## config.mk

```make
export PLATFORM = sky130hd
export DESIGN_NAME = brm_cfg
export DESIGN_NICKNAME = d
export VERILOG_FILES = /design/src/sv/brm_pkg.sv /design/src/sv/brm_cfg.sv
export SDC_FILE = /design/constraint.sdc
export NUM_CORES = 1
export LEC_CHECK = 0
export BUFFER_PORTS_ARGS = -buffer_cell sky130_fd_sc_hd__buf_2
export CORE_AREA = 2 2 71 73
export CTS_CLUSTER_DIAMETER = 150
export DETAILED_ROUTE_END_ITERATION = 12
export DIE_AREA = 0 0 73 75
export HOLD_SLACK_MARGIN = 0.03
export PLACE_DENSITY_LB_ADDON = 0.05
export SKIP_LAST_GASP = 1
export SYNTH_ARGS = -nofsm -noshare
export SYNTH_HDL_FRONTEND = slang
export SYNTH_SLANG_ARGS = --single-unit
```

## constraint.sdc

```tcl
create_clock -name i_clk -period 2.1 [get_ports i_clk]
set_input_delay 0.21 -clock i_clk [delete_from_list [all_inputs] [get_ports i_clk]]
set_output_delay 0.21 -clock i_clk [all_outputs]
set_load 0.02 [all_outputs]
```

## src/sv/brm_pkg.sv

```systemverilog
// Block relocation map: shared types, codes and constants.
// Used by every module of the block but brm_ram; depends on nothing.
`timescale 1ns / 1ps
`default_nettype none
package brm_pkg;

    localparam int ZONE_W    = 16;
    localparam int ZONE_SPAN = 65536;
    localparam int LIMIT_W   = 17;
    localparam int O2N_W     = ZONE_W + 1;
    localparam int CFG_IDX_W = 3;
    localparam int CFG_DATA_W = LIMIT_W;

    localparam logic [CFG_IDX_W-1:0] CFG_FILL_START      = 3'd0;
    localparam logic [CFG_IDX_W-1:0] CFG_FIRST_DATA_ZONE = 3'd1;
    localparam logic [CFG_IDX_W-1:0] CFG_ZONE_LIMIT      = 3'd2;
    localparam logic [CFG_IDX_W-1:0] CFG_READ_ONLY_MODE  = 3'd3;

    localparam logic [ZONE_W-1:0]  FILL_START_RST      = 16'd1;
    localparam logic [ZONE_W-1:0]  FIRST_DATA_ZONE_RST = 16'd0;
    localparam logic [LIMIT_W-1:0] ZONE_LIMIT_RST      = 17'd65536;

    localparam logic [1:0] FUNC_LOAD  = 2'd0;
    localparam logic [1:0] FUNC_RELOC = 2'd1;
    localparam logic [1:0] FUNC_READ  = 2'd2;

    localparam logic [1:0] ST_DONE    = 2'd0;
    localparam logic [1:0] ST_FIXED   = 2'd1;
    localparam logic [1:0] ST_RANGE   = 2'd2;
    localparam logic [1:0] ST_NO_DEST = 2'd3;

    typedef struct packed {
        logic [ZONE_W-1:0]  fill_start;
        logic [ZONE_W-1:0]  first_data_zone;
        logic [LIMIT_W-1:0] zone_limit;
        logic               read_only_mode;
    } t_cfg;

    typedef struct packed {
        logic              load;
        logic [ZONE_W-1:0] value;
    } t_fp_load;

    typedef enum logic [7:0] {
        S_CLEAR    = 8'b0000_0001,
        S_IDLE     = 8'b0000_0010,
        S_DISPATCH = 8'b0000_0100,
        S_SKIP_RD  = 8'b0000_1000,
        S_SKIP_CHK = 8'b0001_0000,
        S_SWAP_A   = 8'b0010_0000,
        S_SWAP_B   = 8'b0100_0000,
        S_DONE     = 8'b1000_0000
    } t_state;

    function automatic int map_depth(input int num_zones);
        return (num_zones < ZONE_SPAN) ? num_zones : ZONE_SPAN;
    endfunction

endpackage
`default_nettype wire

```

## src/sv/brm_cfg.sv

```systemverilog
// Configuration registers of the block relocation map.
// Depends on brm_pkg.
`timescale 1ns / 1ps
`default_nettype none
module brm_cfg (
    input  wire logic                               i_clk,
    input  wire logic                               i_rst_n,
    input  wire logic                               i_cfg_we,
    input  wire logic [brm_pkg::CFG_IDX_W-1:0]      i_cfg_idx,
    input  wire logic [brm_pkg::CFG_DATA_W-1:0]     i_cfg_data,
    output brm_pkg::t_cfg                           o_cfg,
    output brm_pkg::t_fp_load                       o_fp_load
);

    brm_pkg::t_cfg r_cfg;
    brm_pkg::t_cfg n_cfg;

    always_comb begin
        n_cfg = r_cfg;
        o_fp_load.load  = 1'b0;
        o_fp_load.value = i_cfg_data[brm_pkg::ZONE_W-1:0];
        if (i_cfg_we) begin
            case (i_cfg_idx)
                brm_pkg::CFG_FILL_START: begin
                    n_cfg.fill_start = i_cfg_data[brm_pkg::ZONE_W-1:0];
                    o_fp_load.load   = 1'b1;
                end
                brm_pkg::CFG_FIRST_DATA_ZONE: begin
                    n_cfg.first_data_zone = i_cfg_data[brm_pkg::ZONE_W-1:0];
                end
                brm_pkg::CFG_ZONE_LIMIT: begin
                    n_cfg.zone_limit = i_cfg_data;
                end
                brm_pkg::CFG_READ_ONLY_MODE: begin
                    n_cfg.read_only_mode = i_cfg_data[0];
                end
                default: begin
                end
            endcase
        end
    end

    always_ff @(posedge i_clk) begin
        if (!i_rst_n) begin
            r_cfg.fill_start      <= brm_pkg::FILL_START_RST;
            r_cfg.first_data_zone <= brm_pkg::FIRST_DATA_ZONE_RST;
            r_cfg.zone_limit      <= brm_pkg::ZONE_LIMIT_RST;
            r_cfg.read_only_mode  <= 1'b0;
        end else begin
            r_cfg <= n_cfg;
        end
    end

    assign o_cfg = r_cfg;

endmodule
`default_nettype wire

```

==> metrics.cfg, run 1 <==
[global_routing]
overflow=0
grt_pass1_wl_mm=6.27
grt_pass1_vias=1388
antenna_found_initial=0
grt_usage_pct=14.9
grt_max_degree=45

[die]
die_y_um=75
coreArea_um2=4660
die_width_um=73
num_rows=25
initial_core_util_pct=43.8
io_pins=90
dieArea_um2=5480

[final_layout]
utilization_pct=52.9
fin_cells=327
diodes=0
fin_nets=295
drive_gt1_share_pct=37.0
largest_reg_flops=50
syn_to_final_growth_pct=20.6

[placement]
port_buffers=89
preCtsSetupSlack_ns=0.703
dp_hpwl_mm=2.71
dp.cells=319
gp_congestion=0.720

[clock_network]
clkLatencyLatePin_ns=0.29
clkSinkCount=50
cts_buffer_depth=2
cts_root_buffer=clkbuf_8
htreeDepth=2
cts_buffers=5
cts_setup_buffers=0
cts.repair.resized=0
tritoncts=done
clkTransAtPathRegs_ns=0.08
hold_buffers=0

[job]
drv_cap=0

[logic_synthesis]
synth_top_family_by_area=multiplexers
yosysSeqAreaShare_pct=49.0
synthArstFlopShare_pct=0
synth_fa_ha_area_share_pct=0
synth.net_count=225
synth-main-ff-cell=dfxtp_1
synthMuxAreaShare_pct=24.5
synth_cells=202
avgSynthCellArea_um2=10.1
ys_ff_latch=50
synth_warnings=0
synth-simple-area-share_pct=15.3
synth_edf_count=0
synth_cell_types=13
synth_xor_area_share_pct=0
synth_compound_area_share_pct=0
syn_area_um2=2040

[routing]
drc_errors=0
antenna_left=0
post_drt_wl_per_cell_um=12.4
firstDrtPassIters=4
wl_mm=4.04
drtIter0Drc=44
vias=1550
via_per_inst=4.74

[sta]
rsz0062_at_grt=no
worst_slew_pin_slew_ns=0.444
hold_viol=0
fin_crit_ns=1.39
finalClockSkew_ns=0
drv_slew=0
final.setup.worst_slack_ns=0.711
relSlewSlack_pct=70.4
fin_tns_setup_ns=0
max_freq_ghz=0.720
setup_viol=0
post-route-period-util_pct=66.2

[critical_path]
timing.rr.end=o_cfg[47]$_SDFFE_PN0P_
reg2regPathDepth=2
worstSetupPathType=input port to output port
setup.worst_path.end_class=output port
r2r-start=o_cfg[47]$_SDFFE_PN0P_
arrival_ns=1.18
start_kind=input port
reg2reg_setup_slack_ns=1.49
path_max_fanout=17
crit_required_ns=1.89

[min_path]
hold_end=o_cfg[17]$_SDFFE_PN1P_
holdPathStages=3
hold_path_startpoint=i_cfg_data[16]
holdCritPathClass=input port to flop

[power]
ir_worst_vdd_v=0.000327
power_density_nw_per_um2=695
power_leakage_nw=1.24

[outcome]
status=finished, final reports clean

==> per-layer routing <==
metal	share of wire, %	track usage (%)	vias up
met2	47	24.3	49
met3	5.2	3.35	5
met5	0	0	-
li1	-	-	784
met4	1.2	6.79	0
met1	47	18.9	712
==> placed cells by master, fill, tap and decap left out, drive strengths merged <==
master	instances
nand4bb	1
dfxtp	50
mux2i	50
clkinv	2
buf	93
nor2b	4
nor4b	1
clkbuf	6
nand4b	1
and4bb	1
nand2	64
==> cell usage after synthesis, types with 3 or more instances <==
| cell type | count | area share [%] |
|---|---|---|
| buf_6 | 4 | 2.2 |
| nand2_1 | 64 | 12 |
| nor2b_1 | 4 | 1.2 |
| clkbuf_1 | 3 | 0.55 |
| buf_2 | 5 | 1.2 |
| mux2i_1 | 50 | 24 |
| buf_4 | 17 | 6.2 |
| dfxtp_1 | 50 | 49 |
==> how the worst max path moves through the flow <==
stage / depth (start not counted) / from / to
6_report: 4 / i_cfg_idx[0] / o_fp_load[16]
5_1_grt: 4 / i_cfg_idx[0] / o_fp_load[16]
4_1_cts: 4 / i_cfg_idx[0] / o_fp_load[16]
3_5_place_dp: 4 / i_cfg_idx[0] / o_fp_load[16]
3_3_place_gp: 4 / i_cfg_idx[0] / o_fp_load[16]
2_1_floorplan: 4 / i_cfg_idx[0] / o_cfg[35]$_SDFFE_PN0P_
==> worst max-delay path, stage by stage <==
cell	delay, ns
buf_2	0.13
nor4b_4	0.26
buf_4	0.34
buf_2	0.23
==> per-stage QoR <==
| stage | power [W] | hold slack [ns] | instance area, um^2 |
|---|---|---|---|
| final | 0.00171 | 0.175 | 2460 |
| after global routing | 0.00179 | 0.192 | 2460 |
| after CTS | 0.00174 | 0.170 | 2460 |
| after detailed placement | 0.00120 | 0.443 | 2380 |
| after global placement | 0.00120 | 0.440 | 2380 |
| after floorplan | 0.00115 | 0.370 | 2040 |
==> cells by family after synthesis <==
| family | count (synthesis) |
|---|---|
| buffers and inverters | 30 |
| DFF | 50 |
| muxes | 50 |
| and+or+nand+nor | 72 |
==> area by class of cell <==
class / instances / area (um^2)
clock inverter: 2 / 13.8
multi-input combinational: 122 / 822
clock buffer: 6 / 72.6
timing repair buffer: 93 / 488
tap: 54 / 67.6
sequential: 50 / 1000
fill: 449 / 2200
==> where the power goes <==
group | internal (W) | total, W | switching [W]
Sequential | 0.000968 | 0.000978 | 0.00000969
Combinational | 0.0000723 | 0.000196 | 0.000124
Clock | 0.000235 | 0.000540 | 0.000304
Total | 0.00128 | 0.00171 | 0.000438
(Power assumes the default switching activity.)
==> run 2, diff against run 1 <==
--- a/config.mk
+++ b/config.mk
@@ -5,11 +5,12 @@
 export SDC_FILE = /design/constraint.sdc
 export NUM_CORES = 1
 export LEC_CHECK = 0
+export ABC_AREA = 1
 export BUFFER_PORTS_ARGS = -buffer_cell sky130_fd_sc_hd__buf_2
-export CORE_AREA = 2 2 71 73
+export CORE_AREA = 2 2 74 76
 export CTS_CLUSTER_DIAMETER = 150
 export DETAILED_ROUTE_END_ITERATION = 12
-export DIE_AREA = 0 0 73 75
+export DIE_AREA = 0 0 76 78
 export HOLD_SLACK_MARGIN = 0.03
 export PLACE_DENSITY_LB_ADDON = 0.05
 export SKIP_LAST_GASP = 1
==> constraint.sdc (replaced) <==
create_clock -name i_clk -period 1.33 [get_ports i_clk]
set_input_delay 0.133 -clock i_clk [delete_from_list [all_inputs] [get_ports i_clk]]
set_output_delay 0.133 -clock i_clk [all_outputs]
set_load 0.02 [all_outputs]
==> metrics.cfg, run 2 <==
[routing]
firstDrtPassIters=4  ; unchanged
drc_errors=0  ; unchanged
post_drt_wl_per_cell_um=11.8  ; was 12.4 um
antenna_left=0  ; unchanged
drtIter0Drc=109  ; was 44
vias=2082  ; was 1550
wl_mm=5.39  ; was 4.04 mm
via_per_inst=4.57  ; was 4.74

[placement]
port_buffers=89  ; unchanged
dp.cells=447  ; was 319
gp_congestion=0.732  ; was 0.720
dp_hpwl_mm=3.91  ; was 2.71 mm

[sta]
drv_slew=0  ; unchanged
hold_viol=0  ; unchanged
setup_viol=0  ; unchanged
worst_slew_pin_slew_ns=0.404  ; was 0.444 ns
relSlewSlack_pct=73.0  ; was 70.4%
post-route-period-util_pct=74.1
max_freq_ghz=1.01
rsz0062_at_grt=no  ; unchanged
fin_crit_ns=0.986
fin_tns_setup_ns=0  ; unchanged
finalClockSkew_ns=0  ; unchanged

[die]
io_pins=90  ; unchanged
num_rows=26  ; was 25
initial_core_util_pct=43.8  ; about the same
coreArea_um2=5040  ; was 4660 um^2
dieArea_um2=5930  ; was 5480 um^2
die_y_um=78  ; was 75 um
die_width_um=76  ; was 73 um

[global_routing]
grt_pass1_vias=1826  ; was 1388
grt_pass1_wl_mm=8.74  ; was 6.27 mm
grt_usage_pct=18.3  ; was 14.9%
overflow=0  ; unchanged
grt_max_degree=45  ; unchanged
antenna_found_initial=0  ; unchanged

[logic_synthesis]
synthArstFlopShare_pct=0  ; unchanged
synth.net_count=341  ; was 225
synth-main-ff-cell=dfxtp_1  ; unchanged
synth_cell_types=13  ; unchanged
avgSynthCellArea_um2=6.95  ; was 10.1 um^2
synth_edf_count=0  ; unchanged
yosysTopAreaCellShare_pct=45.3  ; was 49.0%
synth_cells=318  ; was 202
yosysSeqAreaShare_pct=45.3  ; was 49.0%
synth_most_common_cell=nor2_1  ; was nand2_1
ys_ff_latch=50  ; unchanged
synth_area_leaders=dfxtp_1 45%, nor2_1 14%, nand3_1 12%, nand2_1 9.7%, buf_4 6.8%  ; was dfxtp_1 49%, mux2i_1 24%, nand2_1 12%, buf_4 6.2%, buf_6 2.2%
synth_warnings=0  ; unchanged
syn_area_um2=2210  ; was 2040 um^2
yosysTopAreaCell=dfxtp_1  ; unchanged
synth_common_cells=81 x nor2_1, 57 x nand2_1, 51 x nand3_1, 50 x dfxtp_1, 21 x inv_1  ; was 64 x nand2_1, 50 x dfxtp_1, 50 x mux2i_1, 17 x buf_4, 5 x buf_2

[final_layout]
largest_reg_flops=50  ; unchanged
utilization_pct=53.9  ; was 52.9%
layout_commonest_cell=buf_2  ; unchanged
fin_nets=408  ; was 295
syn_to_final_growth_pct=22.9  ; was 20.6%
mostFrequentLayoutCells=89 x buf_2, 80 x nor2_1, 57 x nand2_1  ; was 89 x buf_2, 64 x nand2_1, 50 x mux2i_1, 50 x dfxtp_1, 5 x clkbuf_8
diodes=0  ; unchanged
fin_cells=456  ; was 327
drive_gt1_share_pct=28.5  ; was 37.0%

[critical_path]
worstPathCellList=buf_2  ; was buf_2, nor4b_4, buf_4, buf_2
crit_buf_inv=1  ; was 3
path_max_fanout=2  ; was 17
arrival_ns=0.85  ; was 1.18 ns
start_kind=flop  ; was input port
setup.worst_path.end_class=output port  ; unchanged
critPathSlowestCell=dfxtp_1  ; was buf_4
crit_required_ns=1.20  ; was 1.89 ns
worstSetupPathType=flop to output port  ; was input port to output port
max_stage_delay_ns=0.37  ; was 0.34 ns
cpLargestDelayFamily=flip-flops  ; was buffers and inverters

[clock_network]
clkSinkCount=50  ; unchanged
cts_buffer_depth=2  ; unchanged
htreeDepth=2  ; unchanged
cts.repair.resized=0  ; unchanged
cts_root_buffer=clkbuf_8  ; unchanged
cts_buffers=5  ; unchanged
clkLatencyLatePin_ns=0.30  ; was 0.29 ns
cts_setup_buffers=0  ; unchanged
clkTransAtPathRegs_ns=0.09  ; was 0.08 ns
hold_buffers=1  ; was 0
tritoncts=done  ; unchanged

[job]
drv_cap=0  ; unchanged

[power]
power_leakage_nw=1.40  ; was 1.24 nW
ir_worst_vdd_v=0.000525  ; was 0.000327 V
power_density_nw_per_um2=1110  ; was 695 nW/um^2

[outcome]
status=finished, final reports clean  ; unchanged

[min_path]
holdCritPathClass=input port to flop  ; unchanged

## run 2: changes by cell type after synthesis, sizes merged, moves of 4 or more
cell	change
nand3	+51
buf	+6
inv	+22
nand2	-7
mux2i	-50
a21oi	+16
nor2	+86
nor2b	-4
## run 2: logic make-up after synthesis
logic type | after synthesis | share of synthesized area (%)
AOI/OAI and AO/OA | 16 | 3.62
and+or+nand+nor | 194 | 37.3
buffers and inverters | 58 | 13.8
DFF | 50 | 45.3
## run 2: layout make-up
type / instances / area (um^2)
Tap cell: 70 / 87.6
Timing Repair Buffer: 96 / 538
Sequential cell: 50 / 1000
Multi-Input combinational cell: 210 / 912
Clock inverter: 2 / 12.5
Fill cell: 543 / 2330
Clock buffer: 6 / 82.6
Inverter: 22 / 82.6
## run 2: path summary, 6_finish.rpt
kind,from,to,slack [ns],cells after the start
worst max-delay path,o_cfg[23]$_SDFFE_PN0P_,o_cfg[23],0.34,1
worst min-delay path,i_cfg_data[0],o_cfg[34]$_SDFFE_PN1P_,0.1,3
worst max register to register,o_cfg[46]$_SDFFE_PN0P_,o_cfg[46]$_SDFFE_PN0P_,0.74,2
worst min register to register,o_cfg[34]$_SDFFE_PN1P_,o_cfg[34]$_SDFFE_PN1P_,0.47,2
## run 2: report_power, final
group | internal, W | total (W) | switching (W)
Combinational | 0.000169 | 0.000501 | 0.000333
Clock | 0.000419 | 0.000933 | 0.000514
Sequential | 0.00155 | 0.00157 | 0.0000242
## run 2: through the flow
stage                     power (W)  setup WS (ns)  hold slack [ns]  cell area (um^2)
after floorplan             0.00197          0.417            0.246              2210
after global placement      0.00211          0.258            0.340              2610
after detailed placement    0.00211          0.230            0.363              2610
after CTS                   0.00304          0.332           0.0940              2720
after global routing        0.00316          0.298            0.123              2720
final                       0.00301          0.344           0.0987              2720
## run 2: layer usage
metal,routed length (um),GRT usage [%],vias to the layer above
li1,-,-,1103
met1,2510,24.8,906
met2,2380,27.5,67
met3,436,6.28,6
met4,59,6.00,0
met5,0,0,-
==> run 3, diff against run 2 <==
==> constraint.sdc (replaced) <==
create_clock -name i_clk -period 1 [get_ports i_clk]
set_input_delay 0.1 -clock i_clk [delete_from_list [all_inputs] [get_ports i_clk]]
set_output_delay 0.1 -clock i_clk [all_outputs]
set_load 0.02 [all_outputs]
==> metrics.cfg, run 3 (synthesis results as in run 2) <==
[power]
power_leakage_nw=1.43  ; was 1.40 nW
power.total_w=0.00395  ; was 0.00301 W
ir_worst_vdd_v=0.000893  ; was 0.000525 V
power_density_nw_per_um2=1420  ; was 1110 nW/um^2

[die]
die_y_um=78  ; unchanged
coreArea_um2=5040  ; unchanged
die_width_um=76  ; unchanged
num_rows=26  ; unchanged
initial_core_util_pct=43.8  ; unchanged
io_pins=90  ; unchanged
dieArea_um2=5930  ; unchanged

[routing]
wl_mm=5.26  ; was 5.39 mm
vias=2115  ; was 2082
drtIter0Drc=111  ; was 109
antenna_left=0  ; unchanged
drc_errors=0  ; unchanged
firstDrtPassIters=4  ; unchanged
via_per_inst=4.60  ; was 4.57
post_drt_wl_per_cell_um=11.4  ; was 11.8 um

[global_routing]
overflow=0  ; unchanged
grt_pass1_wl_mm=8.91  ; was 8.74 mm
grt_pass1_vias=1879  ; was 1826
antenna_found_initial=0  ; unchanged
grt_usage_pct=18.5  ; was 18.3%
grt_max_degree=51  ; was 45

[sta]
setup_viol=0  ; unchanged
relSlewSlack_pct=86.2  ; was 73.0%
hold_viol=0  ; unchanged
rsz0062_at_grt=no  ; unchanged
max_freq_ghz=1.04
fin_tns_setup_ns=0  ; unchanged
finalHoldWorstSlack_ns=0.0695  ; was 0.0987 ns
finalClockSkew_ns=0  ; unchanged
fin_crit_ns=0.960
drv_slew=0  ; unchanged
final.setup.worst_slack_ns=0.0400  ; was 0.344 ns
worst_slew_pin_slew_ns=0.208  ; was 0.404 ns
post-route-period-util_pct=96.0

[clock_network]
clkSinkCount=50  ; unchanged
hold_buffers=1  ; unchanged
cts_buffers=5  ; unchanged
cts.repair.resized=0  ; unchanged
htreeDepth=2  ; unchanged
clkTransAtPathRegs_ns=0.09  ; about the same
cts_buffer_depth=2  ; unchanged
clkLatencyLatePin_ns=0.29  ; was 0.30 ns
cts_setup_buffers=0  ; unchanged
cts_root_buffer=clkbuf_8  ; unchanged
tritoncts=done  ; unchanged

[final_layout]
mostFrequentLayoutCells=89 x buf_2, 80 x nor2_1, 57 x nand2_1  ; unchanged
design_area_um2=2780  ; was 2720 um^2
fin_nets=412  ; was 408
layout_commonest_cell=buf_2  ; unchanged
syn_to_final_growth_pct=25.6  ; was 22.9%
diodes=0  ; unchanged
fillers=510  ; was 543
drive_gt1_share_pct=29.0  ; was 28.5%
largest_reg_flops=50  ; unchanged

[critical_path]
critPathSlowestCell=dfxtp_1  ; unchanged
crit_required_ns=0.90  ; was 1.20 ns
worstPathCellList=buf_2  ; unchanged
worstSetupPathType=flop to output port  ; unchanged
path_max_fanout=2  ; unchanged
cpLargestDelayFamily=flip-flops  ; unchanged
max_stage_delay_ns=0.38  ; was 0.37 ns
setup.worst_path.end_class=output port  ; unchanged
start_kind=flop  ; unchanged
crit_buf_inv=1  ; unchanged
arrival_ns=0.86  ; was 0.85 ns

[placement]
preCtsSetupSlack_ns=0.0512  ; was 0.230 ns
port_buffers=89  ; unchanged
post_dp_cell_area_um2=2680  ; was 2610 um^2
gp_congestion=0.751  ; was 0.732
dp_hpwl_mm=3.87  ; was 3.91 mm

[job]
drv_cap=0  ; unchanged

[outcome]
status=finished, final reports clean  ; unchanged

[min_path]
holdCritPathClass=input port to flop  ; unchanged

==> run 3: final timing paths <==
kind | start | endpoint | slack [ns] | depth (start not counted)
setup / recovery | o_cfg[48]$_SDFFE_PN0P_ | o_cfg[48] | 0.04 | 1
hold / removal | i_cfg_data[0] | o_cfg[34]$_SDFFE_PN1P_ | 0.07 | 3
setup reg to reg | o_cfg[48]$_SDFFE_PN0P_ | o_cfg[48]$_SDFFE_PN0P_ | 0.37 | 2
hold reg to reg | o_cfg[34]$_SDFFE_PN1P_ | o_cfg[34]$_SDFFE_PN1P_ | 0.46 | 2
==> run 3: worst register-to-register path: stages, from the launching register on <==
cell,delay [ns]
dfxtp_1,0.34
a21oi_1,0.13
nor2_1,0.06
==> run 3: stage by stage <==
| stage | util [%] | instances |
|---|---|---|
| floorplan | - | 318 |
| finish | 55.0 | 460 |
| detailed placement | 53.1 | 451 |
| global route | 55.0 | 460 |
| CTS | 55.0 | 460 |
| global placement | 53.1 | 451 |
==> run 3: cell type report <==
cell class	instances	area (um^2)	share of cell area (%)
repair buffers	100	606	21.8
clock inverters	2	13.8	0.496
inverters	22	82.6	2.98
well taps	70	87.6	3.16
flip-flops and latches	50	1000	36.1
clock buffers	6	72.6	2.61
multi-input cells	210	912	32.9
==> run 3: power breakdown <==
part           internal, W  total, W  leakage, nW  switching, W
clock network     0.000495   0.00117       0.0452      0.000673
registers          0.00206   0.00209        0.406     0.0000334
logic             0.000247  0.000689        0.981      0.000442
total              0.00280   0.00395         1.43       0.00115
==> run 3: metal layers <==
layer  routed length, um  part of all wire [%]  global-route usage (%)  vias to the layer above
met4                  43                  0.82                    5.45                        0
met2                2300                    44                    29.1                       72
li1                    -                     -                       -                     1107
met5                   0                     0                       0                        -
met3                 373                   7.1                    3.26                        5
met1                2540                    48                    26.0                      931
