--- config.mk ---
export PLATFORM = sky130hd
export DESIGN_NAME = brm_ctrl
export DESIGN_NICKNAME = d
export VERILOG_FILES = /design/src/sv/brm_pkg.sv /design/src/sv/brm_ctrl.sv
export SDC_FILE = /design/constraint.sdc
export NUM_CORES = 1
export LEC_CHECK = 0
export ABC_AREA = 1
export BUFFER_PORTS_ARGS = -buffer_cell sky130_fd_sc_hd__buf_2
export CAP_MARGIN = 10
export CORE_MARGIN = 2
export CORE_UTILIZATION = 35
export DETAILED_ROUTE_END_ITERATION = 16
export GPL_TIMING_DRIVEN = 0
export PLACE_DENSITY_LB_ADDON = 0.08
export SLEW_MARGIN = 0
export SYNTH_ARGS = -nofsm -noshare
export SYNTH_HDL_FRONTEND = slang
export SYNTH_SLANG_ARGS = --single-unit
--- constraint.sdc ---
create_clock -name i_clk -period 3.9 [get_ports i_clk]
set_input_delay 1.17 -clock i_clk [delete_from_list [all_inputs] [get_ports i_clk]]
set_output_delay 1.17 -clock i_clk [all_outputs]
set_load 0.005 [all_outputs]
--- src/sv/brm_pkg.sv ---
// Block relocation map: shared types, codes and constants.
// Used by every module of the block but brm_ram; depends on nothing.
`timescale 1ns / 1ps
`default_nettype none
package brm_pkg;

    localparam int ZONE_W    = 16;
    localparam int ZONE_SPAN = 65536;
    localparam int LIMIT_W   = 17;
    localparam int O2N_W     = ZONE_W + 1;
    localparam int CFG_IDX_W = 3;
    localparam int CFG_DATA_W = LIMIT_W;

    localparam logic [CFG_IDX_W-1:0] CFG_FILL_START      = 3'd0;
    localparam logic [CFG_IDX_W-1:0] CFG_FIRST_DATA_ZONE = 3'd1;
    localparam logic [CFG_IDX_W-1:0] CFG_ZONE_LIMIT      = 3'd2;
    localparam logic [CFG_IDX_W-1:0] CFG_READ_ONLY_MODE  = 3'd3;

    localparam logic [ZONE_W-1:0]  FILL_START_RST      = 16'd1;
    localparam logic [ZONE_W-1:0]  FIRST_DATA_ZONE_RST = 16'd0;
    localparam logic [LIMIT_W-1:0] ZONE_LIMIT_RST      = 17'd65536;

    localparam logic [1:0] FUNC_LOAD  = 2'd0;
    localparam logic [1:0] FUNC_RELOC = 2'd1;
    localparam logic [1:0] FUNC_READ  = 2'd2;

    localparam logic [1:0] ST_DONE    = 2'd0;
    localparam logic [1:0] ST_FIXED   = 2'd1;
    localparam logic [1:0] ST_RANGE   = 2'd2;
    localparam logic [1:0] ST_NO_DEST = 2'd3;

    typedef struct packed {
        logic [ZONE_W-1:0]  fill_start;
        logic [ZONE_W-1:0]  first_data_zone;
        logic [LIMIT_W-1:0] zone_limit;
        logic               read_only_mode;
    } t_cfg;

    typedef struct packed {
        logic              load;
        logic [ZONE_W-1:0] value;
    } t_fp_load;

    typedef enum logic [7:0] {
        S_CLEAR    = 8'b0000_0001,
        S_IDLE     = 8'b0000_0010,
        S_DISPATCH = 8'b0000_0100,
        S_SKIP_RD  = 8'b0000_1000,
        S_SKIP_CHK = 8'b0001_0000,
        S_SWAP_A   = 8'b0010_0000,
        S_SWAP_B   = 8'b0100_0000,
        S_DONE     = 8'b1000_0000
    } t_state;

    function automatic int map_depth(input int num_zones);
        return (num_zones < ZONE_SPAN) ? num_zones : ZONE_SPAN;
    endfunction

endpackage
`default_nettype wire

--- src/sv/brm_ctrl.sv ---
// Sequencer of the block relocation map: read-modify-write on the two map RAMs,
// fixed-zone skip, clearing pass and response register. Depends on brm_pkg.
`timescale 1ns / 1ps
`default_nettype none
module brm_ctrl #(
    parameter int NUM_ZONES = 65536
) (
    input  wire logic                           i_clk,
    input  wire logic                           i_rst_n,
    input  wire brm_pkg::t_cfg                  i_cfg,
    input  wire brm_pkg::t_fp_load              i_fp_load,
    input  wire logic                           i_req_valid,
    output logic                                o_req_ready,
    input  wire logic [1:0]                     i_func,
    input  wire logic [brm_pkg::ZONE_W-1:0]     i_zone,
    input  wire logic                           i_in_use,
    input  wire logic                           i_is_fixed,
    output logic                                o_rsp_valid,
    input  wire logic                           i_rsp_ready,
    output logic      [brm_pkg::ZONE_W-1:0]     o_new_zone,
    output logic      [brm_pkg::ZONE_W-1:0]     o_back_zone,
    output logic      [1:0]                     o_status,
    output logic                                o_o2n_we,
    output logic [$clog2(brm_pkg::map_depth(NUM_ZONES))-1:0] o_o2n_waddr,
    output logic      [brm_pkg::O2N_W-1:0]      o_o2n_wdata,
    output logic [$clog2(brm_pkg::map_depth(NUM_ZONES))-1:0] o_o2n_raddr,
    input  wire logic [brm_pkg::O2N_W-1:0]      i_o2n_rdata,
    output logic                                o_n2o_we,
    output logic [$clog2(brm_pkg::map_depth(NUM_ZONES))-1:0] o_n2o_waddr,
    output logic      [brm_pkg::ZONE_W-1:0]     o_n2o_wdata,
    output logic [$clog2(brm_pkg::map_depth(NUM_ZONES))-1:0] o_n2o_raddr,
    input  wire logic [brm_pkg::ZONE_W-1:0]     i_n2o_rdata
);

    localparam int MAP_DEPTH = brm_pkg::map_depth(NUM_ZONES);
    localparam int AW        = $clog2(MAP_DEPTH);
    localparam int ZW        = brm_pkg::ZONE_W;
    localparam int LW        = brm_pkg::LIMIT_W;
    localparam logic [LW-1:0] DEPTH_L  = LW'(MAP_DEPTH);
    localparam logic [AW-1:0] LAST_ADR = AW'(MAP_DEPTH - 1);

    brm_pkg::t_state r_state, n_state;
    logic [1:0]    r_func, n_func;
    logic [ZW-1:0] r_zone, n_zone;
    logic          r_in_use, n_in_use;
    logic          r_is_fixed, n_is_fixed;
    logic [LW-1:0] r_fp, n_fp;
    logic [ZW-1:0] r_nx, n_nx;
    logic [ZW-1:0] r_dst, n_dst;
    logic [ZW-1:0] r_oy, n_oy;
    logic [AW-1:0] r_clr, n_clr;
    logic [ZW-1:0] r_nz, n_nz;
    logic [ZW-1:0] r_bz, n_bz;
    logic [1:0]    r_st, n_st;
    logic          r_rsp_valid, n_rsp_valid;
    logic [ZW-1:0] r_out_nz, n_out_nz;
    logic [ZW-1:0] r_out_bz, n_out_bz;
    logic [1:0]    r_out_st, n_out_st;

    logic [LW-1:0] w_end;
    logic [LW-1:0] w_zone_l;
    logic          w_zone_ok;
    logic          w_fp_ok;
    logic [ZW-1:0] w_load_val;
    logic          w_oy_fixed;

    assign w_end      = (i_cfg.zone_limit < DEPTH_L) ? i_cfg.zone_limit : DEPTH_L;
    assign w_zone_l   = {1'b0, r_zone};
    assign w_zone_ok  = (w_zone_l >= {1'b0, i_cfg.first_data_zone})
                        && (w_zone_l < i_cfg.zone_limit) && (w_zone_l < DEPTH_L);
    assign w_fp_ok    = (r_fp >= {1'b0, i_cfg.first_data_zone})
                        && (r_fp < i_cfg.zone_limit) && (r_fp < DEPTH_L);
    assign w_load_val = r_in_use ? r_zone : '0;
    assign w_oy_fixed = (r_oy == r_zone) ? 1'b0 : i_o2n_rdata[ZW];

    always_comb begin
        n_state     = r_state;
        n_func      = r_func;
        n_zone      = r_zone;
        n_in_use    = r_in_use;
        n_is_fixed  = r_is_fixed;
        n_fp        = r_fp;
        n_nx        = r_nx;
        n_dst       = r_dst;
        n_oy        = r_oy;
        n_clr       = r_clr;
        n_nz        = r_nz;
        n_bz        = r_bz;
        n_st        = r_st;
        n_rsp_valid = r_rsp_valid && !i_rsp_ready;
        n_out_nz    = r_out_nz;
        n_out_bz    = r_out_bz;
        n_out_st    = r_out_st;
        o_o2n_we    = 1'b0;
        o_o2n_waddr = r_zone[AW-1:0];
        o_o2n_wdata = '0;
        o_o2n_raddr = r_zone[AW-1:0];
        o_n2o_we    = 1'b0;
        o_n2o_waddr = r_zone[AW-1:0];
        o_n2o_wdata = '0;
        o_n2o_raddr = r_zone[AW-1:0];

        case (r_state)
            brm_pkg::S_CLEAR: begin
                o_o2n_we    = 1'b1;
                o_o2n_waddr = r_clr;
                n_clr       = r_clr + AW'(1);
                if (r_clr == LAST_ADR) begin
                    n_state = brm_pkg::S_IDLE;
                end
            end
            brm_pkg::S_IDLE: begin
                o_o2n_raddr = i_zone[AW-1:0];
                o_n2o_raddr = i_zone[AW-1:0];
                if (i_req_valid) begin
                    n_func     = i_func;
                    n_zone     = i_zone;
                    n_in_use   = i_in_use;
                    n_is_fixed = i_is_fixed;
                    n_state    = brm_pkg::S_DISPATCH;
                end
            end
            brm_pkg::S_DISPATCH: begin
                n_nz    = '0;
                n_bz    = '0;
                n_st    = brm_pkg::ST_DONE;
                n_state = brm_pkg::S_DONE;
                case (r_func)
                    brm_pkg::FUNC_LOAD: begin
                        if (!w_zone_ok) begin
                            n_st = brm_pkg::ST_RANGE;
                        end else begin
                            o_o2n_we    = 1'b1;
                            o_o2n_wdata = {r_is_fixed, w_load_val};
                            o_n2o_we    = 1'b1;
                            o_n2o_wdata = w_load_val;
                        end
                    end
                    brm_pkg::FUNC_RELOC: begin
                        n_nz = r_zone;
                        if (!w_zone_ok) begin
                            n_st = brm_pkg::ST_RANGE;
                        end else if (i_o2n_rdata[ZW]) begin
                            n_st = brm_pkg::ST_FIXED;
                        end else begin
                            n_nx    = i_o2n_rdata[ZW-1:0];
                            n_state = brm_pkg::S_SKIP_RD;
                        end
                    end
                    brm_pkg::FUNC_READ: begin
                        if (!w_zone_ok) begin
                            n_st = brm_pkg::ST_RANGE;
                        end else begin
                            n_nz = i_o2n_rdata[ZW-1:0];
                            n_bz = i_n2o_rdata;
                        end
                    end
                    default: begin
                    end
                endcase
            end
            brm_pkg::S_SKIP_RD: begin
                o_o2n_raddr = r_fp[AW-1:0];
                if (r_fp < w_end) begin
                    n_state = brm_pkg::S_SKIP_CHK;
                end else begin
                    n_st    = brm_pkg::ST_NO_DEST;
                    n_state = brm_pkg::S_DONE;
                end
            end
            brm_pkg::S_SKIP_CHK: begin
                o_n2o_raddr = r_fp[AW-1:0];
                if (i_o2n_rdata[ZW]) begin
                    n_fp    = r_fp + LW'(1);
                    n_state = brm_pkg::S_SKIP_RD;
                end else if (!w_fp_ok) begin
                    n_st    = brm_pkg::ST_NO_DEST;
                    n_state = brm_pkg::S_DONE;
                end else begin
                    n_dst   = r_fp[ZW-1:0];
                    n_fp    = r_fp + LW'(1);
                    n_state = brm_pkg::S_SWAP_A;
                end
            end
            brm_pkg::S_SWAP_A: begin
                n_oy        = i_n2o_rdata;
                o_o2n_we    = 1'b1;
                o_o2n_wdata = {1'b0, r_dst};
                o_o2n_raddr = i_n2o_rdata[AW-1:0];
                o_n2o_we    = ({1'b0, r_nx} < DEPTH_L);
                o_n2o_waddr = r_nx[AW-1:0];
                o_n2o_wdata = i_n2o_rdata;
                n_state     = brm_pkg::S_SWAP_B;
            end
            brm_pkg::S_SWAP_B: begin
                o_o2n_we    = (r_oy != '0) && ({1'b0, r_oy} < DEPTH_L);
                o_o2n_waddr = r_oy[AW-1:0];
                o_o2n_wdata = {w_oy_fixed, r_nx};
                o_n2o_we    = 1'b1;
                o_n2o_waddr = r_dst[AW-1:0];
                o_n2o_wdata = r_zone;
                n_nz        = i_cfg.read_only_mode ? r_zone : r_dst;
                n_st        = brm_pkg::ST_DONE;
                n_state     = brm_pkg::S_DONE;
            end
            brm_pkg::S_DONE: begin
                if (!r_rsp_valid || i_rsp_ready) begin
                    n_rsp_valid = 1'b1;
                    n_out_nz    = r_nz;
                    n_out_bz    = r_bz;
                    n_out_st    = r_st;
                    n_state     = brm_pkg::S_IDLE;
                end
            end
            default: begin
                n_state = brm_pkg::S_IDLE;
            end
        endcase

        if (i_fp_load.load) begin
            n_fp = {1'b0, i_fp_load.value};
        end
    end

    always_ff @(posedge i_clk) begin
        if (!i_rst_n) begin
            r_state     <= brm_pkg::S_CLEAR;
            r_clr       <= '0;
            r_fp        <= {1'b0, brm_pkg::FILL_START_RST};
            r_rsp_valid <= 1'b0;
        end else begin
            r_state     <= n_state;
            r_clr       <= n_clr;
            r_fp        <= n_fp;
            r_rsp_valid <= n_rsp_valid;
        end
    end

    always_ff @(posedge i_clk) begin
        r_func     <= n_func;
        r_zone     <= n_zone;
        r_in_use   <= n_in_use;
        r_is_fixed <= n_is_fixed;
        r_nx       <= n_nx;
        r_dst      <= n_dst;
        r_oy       <= n_oy;
        r_nz       <= n_nz;
        r_bz       <= n_bz;
        r_st       <= n_st;
        r_out_nz   <= n_out_nz;
        r_out_bz   <= n_out_bz;
        r_out_st   <= n_out_st;
    end

    assign o_req_ready = (r_state == brm_pkg::S_IDLE);
    assign o_rsp_valid = r_rsp_valid;
    assign o_new_zone  = r_out_nz;
    assign o_back_zone = r_out_bz;
    assign o_status    = r_out_st;

endmodule
`default_nettype wire

==> flow_summary.json, run 1 <==
{
  "status": "finished with violations",
  "failed_checks": "negative setup slack",
  "yosysMostFrequentCell": "nand2_1",
  "ys_warn_count": 0,
  "antenna_cells": 0,
  "seq_area_frac_synth_pct": 43.8,
  "vias": 11500,
  "io_buffer_count": 240,
  "holdCritStartpoint": "r_nz[14]$_DFFE_PP_",
  "internal_power_mw": 3.27,
  "nFillCells": 3179,
  "antenna_found_initial": 0,
  "syn2layout_area_growth_pct": 32.2,
  "fin_skew_ps": 31.5,
  "switching_share_pct": 30.1,
  "cp.arrival_ps": 3220,
  "gr-total-overflow": 0,
  "synthTopCellsByArea": "edfxtp_1 36%, nand2_1 12%, ha_1 9.3%, dfxtp_1 7.5%, inv_1 6.5%",
  "p_sw_mw": 1.41,
  "crit_fanout": 5,
  "nets": 1888,
  "finalCritPeriodShare_pct": 112,
  "clock-sinks": 178,
  "drtIter0Drc": 1122,
  "reg2reg_from": "r_zone[14]$_DFFE_PP_",
  "min_to": "o_new_zone[14]$_DFFE_PP_",
  "rsz0062_at_grt": "true",
  "crit_type": "in2out",
  "hp-class": "reg2reg",
  "layout.cells.non_filler": 2095,
  "p_leak_nw": 6.76,
  "synth-edff-count": 136,
  "hpwl_microns": 37800,
  "grt_max_degree": 32,
  "htreeDepth": 4,
  "rows": 65,
  "fin_setup_tns_ps": -13300,
  "die_h_microns": 183,
  "cap_violations": 0,
  "grt_pass1_vias": 10500,
  "grt_use_total_pct": 28.9,
  "power_density_mw_per_mm2": 314,
  "max_freq_ghz": 0.228,
  "ctsRootBufferMaster": "clkbuf_16",
  "setup.worst_path.end_class": "output pin",
  "clk_latency_ps": 450,
  "worstRegToRegCells": 15,
  "wire_per_inst_microns": 23.6,
  "core_area_sq_mm": 0.0316,
  "finalWorstSetupSlack_ps": -485,
  "synth_top_area_share_pct": 36.3,
  "ys_ff_latch": 178,
  "drive_gt1_share_pct": 26.9,
  "setup_violations": 35,
  "synthTopCellsByCount": "350 x nand2_1, 196 x inv_1, 136 x edfxtp_1",
  "route.detailed.drc": 0,
  "hold_buffers": 0,
  "min_period_ps": 4390,
  "worst_slew_pin_slew_ps": 781,
  "dieWidth_microns": 183,
  "clkTransAtPathRegs_ps": 100,
  "antenna_left": 0,
  "viasPerCell": 5.47,
  "clock_power_share_pct": 39.1,
  "synthesis.nets": 1581,
  "synth_cell_types": 46,
  "reg2reg_setup_slack_ps": 460,
  "dr.pass1.iters": 5,
  "cts_buffers": 17,
  "place.gp.congestion": 0.953,
  "ir_drop_uv": 301,
  "detail_route.wirelength_microns": 49500,
  "crit_path_start_kind": "input pin",
  "power_frac_seq_pct": 45.5,
  "hold_viol": 0,
  "clockBufferDepth": 2,
  "avgSynthCellArea_sq_um": 8.20,
  "syn_inst": 1373,
  "maxSlewViolCount": 0,
  "initial_core_util_pct": 35.6,
  "rr_endpoint": "r_nx[1]$_DFFE_PP_",
  "required_ps": 2730,
  "synthesis.area_sq_mm": 0.0113,
  "synth.largest_area_cell": "edfxtp_1",
  "die-area_sq_mm": 0.0336,
  "dp_cells": 2018,
  "hold_depth": 0,
  "yosys_most_used_dff": "edfxtp_1",
  "p_comb_share_pct": 15.3,
  "ios": 259,
  "async_flop_share_pct": 0,
  "tritoncts": "done",
  "grt_pass1_wl_microns": 70000,
  "slew-limit-headroom_pct": 47.8
}
[kinds of logic (layout without fill, tap and decap cells)]
logic type / count (synthesis) / count (layout) / share of synthesized area (%)
and+or+nand+nor: 583 / 583 / 21.5
xor gates and xnor gates: 23 / 23 / 1.79
adders and majority gates: 84 / 84 / 9.34
buffers and inverters: 249 / 569 / 8.63
AOI/OAI and AO/OA: 256 / 256 / 15.0
DFF: 178 / 178 / 43.8
[per-stage QoR]
step | utilization [%] | total power [mW] | cell area (sq um) | setup WS [ps] | hold WS [ps]
6_report | 47.0 | 4.68 | 14900 | -485 | 399
2_1_floorplan | - | 2.50 | 11400 | 1.80 | 400
3_5_place_dp | 41.6 | 2.79 | 13100 | -770 | 405
3_3_place_gp | 41.3 | 2.78 | 13100 | -758 | 402
5_1_grt | 47.0 | 4.84 | 14900 | -512 | 409
4_1_cts | 45.5 | 4.65 | 14400 | -344 | 402
[cell type report]
cell class	instances	area, sq um	share of cell area (%)
Inverter	201	812	5.46
Clock inverter	14	184	1.24
Sequential cell	178	4920	33.1
Clock buffer	18	429	2.88
Buffer	47	229	1.54
Timing Repair Buffer	289	1800	12.1
Multi-Input combinational cell	946	6000	40.3
Tap cell	402	503	3.38
[how the worst max path moves through the flow]
stage          startpoint               to  slack (ps)  cells after the start
3_3_place_gp    i_cfg[12]   o_o2n_wdata[0]        -760                     16
2_1_floorplan   i_cfg[16]  o_n2o_wdata[11]           2                     14
3_5_place_dp    i_cfg[12]   o_o2n_wdata[0]        -770                     16
5_1_grt         i_cfg[23]  o_n2o_wdata[12]        -510                     16
4_1_cts         i_cfg[29]  o_n2o_wdata[15]        -340                     14
6_report        i_cfg[33]   o_n2o_wdata[5]        -490                     14
[power by group through the flow]
stage | combinational, mW | sequential (mW) | clock [mW]
2_1_floorplan | 0.367 | 2.13 | 0
3_3_place_gp | 0.611 | 2.17 | 0
3_5_place_dp | 0.620 | 2.17 | 0
4_1_cts | 0.671 | 2.13 | 1.85
5_1_grt | 0.796 | 2.13 | 1.91
6_report | 0.717 | 2.13 | 1.83
[placed cells by master, fill, tap and decap left out, drive strengths merged, types with 2 or more instances in the layout]
cell type    n
o22ai       22
edfxtp     136
nand3       48
nor3b        2
o2111ai     11
a221oi       2
o21ai       76
a221o        5
nand4       16
o211ai      18
a21oi       53
buf        306
nor3        30
ha          84
clkinv       6
o221ai      39
o21a         4
nor2       118
xor2        23
dfxtp       42
clkbuf      48
nand2      356
a31oi        3
inv        208
nor4        11
o21bai      18
[sequential cells by signal, indices dropped and copies added (netlist names)]
| register | cells |
|---|---|
| r_state | 8 |
| r_nx | 16 |
| o_status | 2 |
| r_nz | 16 |
| r_clr | 16 |
| r_bz | 16 |
| r_zone | 16 |
| r_func | 2 |
| r_fp | 17 |
| o_rsp_valid | 1 |
| r_is_fixed | 1 |
| r_dst | 16 |
| r_st | 2 |
| o_back_zone | 16 |
| o_new_zone | 16 |
| r_in_use | 1 |
| r_oy | 16 |
[worst max-delay path: stages]
cell      delay (ps)
buf_2             80
inv_1             80
ha_4             280
nand2_2           80
nor3_4           250
nand3_2          130
nand3_4          110
nand2_4           80
nor3_4           230
buf_12           160
buf_8            140
nand2_4           50
o211ai_1         180
buf_2            180
[repair_timing]
action | 4_1_cts | 5_1_grt
resized for setup | 87 | 79
cloned | 0 | 1
endpoints found under the setup margin | 51 | 56
pin swaps | 26 | 32
setup buffers | 27 | 18
endpoints found under the hold margin | 0 | 0
[layer usage]
metal | share of wire, % | GRT usage (%) | up-vias | wire, microns
li1 | - | - | 5310 | -
met1 | 43 | 40.7 | 5406 | 21400
met2 | 44 | 43.7 | 653 | 21600
met3 | 8.8 | 4.85 | 96 | 4380
met4 | 4.3 | 12.8 | 0 | 2140
met5 | 0 | 0 | - | 0
Power figures use the tool's default switching activity.
==> inputs of run 2 (changes only) <==
--- a/config.mk
+++ b/config.mk
@@ -5,7 +5,6 @@
 export SDC_FILE = /design/constraint.sdc
 export NUM_CORES = 1
 export LEC_CHECK = 0
-export ABC_AREA = 1
 export BUFFER_PORTS_ARGS = -buffer_cell sky130_fd_sc_hd__buf_2
 export CAP_MARGIN = 10
 export CORE_MARGIN = 2
==> run 2 against run 1 <==
The flow still finishes with violations (negative setup slack). Clock skew shrank 4.8 ps. Worst setup slack lost 390 ps. First-iteration DRC count shrank 36%. Core utilization grew 1.7 points. Die area shrank 6.6%. Cell count shrank 18%. Design area shrank 3.2%. Largest cell class unchanged. Critical path depth is the same. Synthesized cell count shrank 27%.
==> flow_summary.json, run 2 <==
{
  "status": "finished with violations",
  "vias": 9614,
  "post_synth_xor_area_fraction_pct": 3.09,
  "power_density_mw_per_mm2": 315,
  "place_ws_ps": -1480,
  "antenna_left": 0,
  "drive_gt1_share_pct": 35.9,
  "synth_top_area_share_pct": 38.9,
  "p_leak_nw": 6.55,
  "worst_slew_pin_slew_ps": 1100,
  "antenna_cells": 0,
  "ir_drop_uv": 318,
  "wire_per_inst_microns": 23.6,
  "worstPathCellList": "buf_12 > inv_12 > ha_4 > a21o_1 > a31oi_4 > o2111ai_2 > or3_4 > a211oi_4 > buf_12 > and4_1 > buf_6 > buf_8 > a21o_1 > buf_2",
  "tritoncts": "done",
  "synth_top_family_by_area": "compound AO/OA/AOI/OAI gates",
  "syn_inst": 1002,
  "die-area_sq_mm": 0.0314,
  "ys_ff_latch": 178,
  "clkTransAtPathRegs_ps": 100,
  "viasPerCell": 5.58,
  "ctsRootBufferMaster": "clkbuf_16",
  "initial_core_util_pct": 35.5,
  "met3_wirelength_microns": 2830,
  "io_buffer_count": 242,
  "core_area_sq_mm": 0.0296,
  "dp_cells": 1636,
  "gr-total-overflow": 0,
  "wl_met1_microns": 17800,
  "wl_met2_microns": 18500,
  "synth-edff-count": 136,
  "cts_buffers": 17,
  "finalWorstSetupSlack_ps": -872,
  "die_h_microns": 177,
  "regMostFlops": "r_fp",
  "dieWidth_microns": 177,
  "grt_pass1_vias": 8970,
  "synth_simple_gate_area_share_pct": 15.2,
  "min_period_ps": 4770,
  "cp.arrival_ps": 3600,
  "clk_latency_ps": 450,
  "failed_checks": "negative setup slack",
  "required_ps": 2730,
  "cp_slowest_cell": "or3_4",
  "crit_path_start_kind": "input pin",
  "rows": 63,
  "setup.worst_path.end_class": "output pin",
  "fin_skew_ps": 26.7,
  "syn2layout_area_growth_pct": 37.2,
  "grt_max_degree": 35,
  "cap_violations": 0,
  "max_freq_ghz": 0.210,
  "synthTopCellsByCount": "136 x edfxtp_1, 129 x nand2_1, 84 x ha_1",
  "rr_endpoint": "r_st[1]$_DFFE_PP_",
  "hold_buffers": 0,
  "cp_slowest_stage_delay_ps": 360,
  "rsz0062_at_grt": "true",
  "clockBufferDepth": 2,
  "layout.cells.non_filler": 1722,
  "synth_compound_area_share_pct": 20.3,
  "clock-sinks": 178,
  "hpwl_microns": 30500,
  "avgSynthCellArea_sq_um": 10.5,
  "async_flop_share_pct": 0,
  "finalCritPeriodShare_pct": 122,
  "reg2reg_from": "r_fp[11]$_SDFFE_PN0P_",
  "synth_mux_area_share_pct": 0.191,
  "htreeDepth": 4,
  "holdCritStartpoint": "r_nz[15]$_DFFE_PP_",
  "worstRegToRegCells": 9,
  "dr.pass1.iters": 5,
  "synthesis.area_sq_mm": 0.0105,
  "nets": 1527,
  "yosysMostFrequentCell": "edfxtp_1",
  "top_layer": "met4",
  "route.detailed.drc": 0,
  "synthesis.nets": 1210,
  "reg2reg_setup_slack_ps": 380,
  "grt_use_total_pct": 25.2,
  "synth_cell_types": 60,
  "maxSlewViolCount": 0,
  "setup_violations": 78,
  "seq_area_frac_synth_pct": 46.9,
  "detail_route.wirelength_microns": 40600,
  "ys_warn_count": 0,
  "hp-class": "reg2reg",
  "min_to": "o_new_zone[15]$_DFFE_PP_",
  "ios": 259,
  "antenna_found_initial": 0,
  "hold_depth": 0,
  "hold_viol": 0,
  "drtIter0Drc": 716,
  "final_common_cell": "buf_2",
  "synth.largest_area_cell": "edfxtp_1",
  "largest_reg_flops": 17,
  "crit_type": "in2out",
  "crit_fanout": 5,
  "yosys_most_used_dff": "edfxtp_1",
  "place.gp.congestion": 0.907,
  "synth_fa_ha_area_share_pct": 10.0,
  "slew-limit-headroom_pct": 27.0,
  "grt_pass1_wl_microns": 57300,
  "synthTopCellsByArea": "edfxtp_1 39%, ha_1 10%, dfxtp_1 8.0%, a22o_1 4.9%, nand2_1 4.6%",
  "mostFrequentLayoutCells": "230 x buf_2, 136 x edfxtp_1, 85 x nand2_1",
  "place_area_sq_mm": 0.0124,
  "postLayoutCellArea_sq_mm": 0.0144
}
## run 2: timing repair
action | CTS | global route
setup endpoints to repair | 123 | 136
pin swaps | 27 | 43
setup buffers | 29 | 17
gates cloned | 6 | 4
gates resized for setup | 136 | 108
## run 2: through the flow
stage               power [mW]  util, %  TNS, ps  hold slack (ps)
finish                    4.53     48.7   -36470              402
global route              4.68     48.7   -43310              411
CTS                       4.50     46.7   -32250              403
detailed placement        2.68     41.8   -80510              405
global placement          2.68     41.7   -94250              402
floorplan                 2.41        -    -9240              400
## run 2: logic make-up (layout without fill, tap and decap cells)
family,Yosys count,count (layout)
adders and majority gates,84,84
muxes,2,2
buffers and inverters,114,444
and+or+nand+nor,306,306
DFF,178,178
xor gates and xnor gates,37,37
AOI/OAI and AO/OA,281,281
## run 2: layer usage
metal	vias up	GRT usage, %
li1	4461	-
met1	4660	34.3
met2	424	39.7
met3	69	4.81
met4	0	9.64
met5	-	0
## run 2: critical path: cells and delay by family
family	cells	cell delay [ps]
AO/OA/AOI/OAI	5	950
adder cells (fa/ha/maj)	1	180
buffers and inverters	6	720
AND/OR/NAND/NOR	2	560
## run 2: power breakdown
group	internal, mW	total, mW	switching [mW]
sequential	2.05	2.12	0.0686
clock	0.874	1.79	0.912
combinational	0.286	0.630	0.344
## run 2: area by class of cell
cell class	count	area, sq um
plain buffers	60	493
clock buffers	17	425
clock inverters	15	171
fillers	2831	15200
inverters	53	226
multi-input cells	710	5610
flip-flops and latches	178	4930
well taps	390	488
repair buffers	299	2050
## run 2: worst max-delay path by stage
stage / start / endpoint / slack (ps) / cells after the start
2_1_floorplan: i_cfg[23] / o_o2n_we / -330 / 9
3_3_place_gp: i_cfg[11] / o_n2o_wdata[5] / -1480 / 12
3_5_place_dp: i_cfg[11] / o_n2o_wdata[5] / -1480 / 12
4_1_cts: i_cfg[11] / o_o2n_wdata[13] / -950 / 13
5_1_grt: i_cfg[22] / o_n2o_wdata[14] / -970 / 14
6_report: i_cfg[11] / o_o2n_wdata[13] / -870 / 14
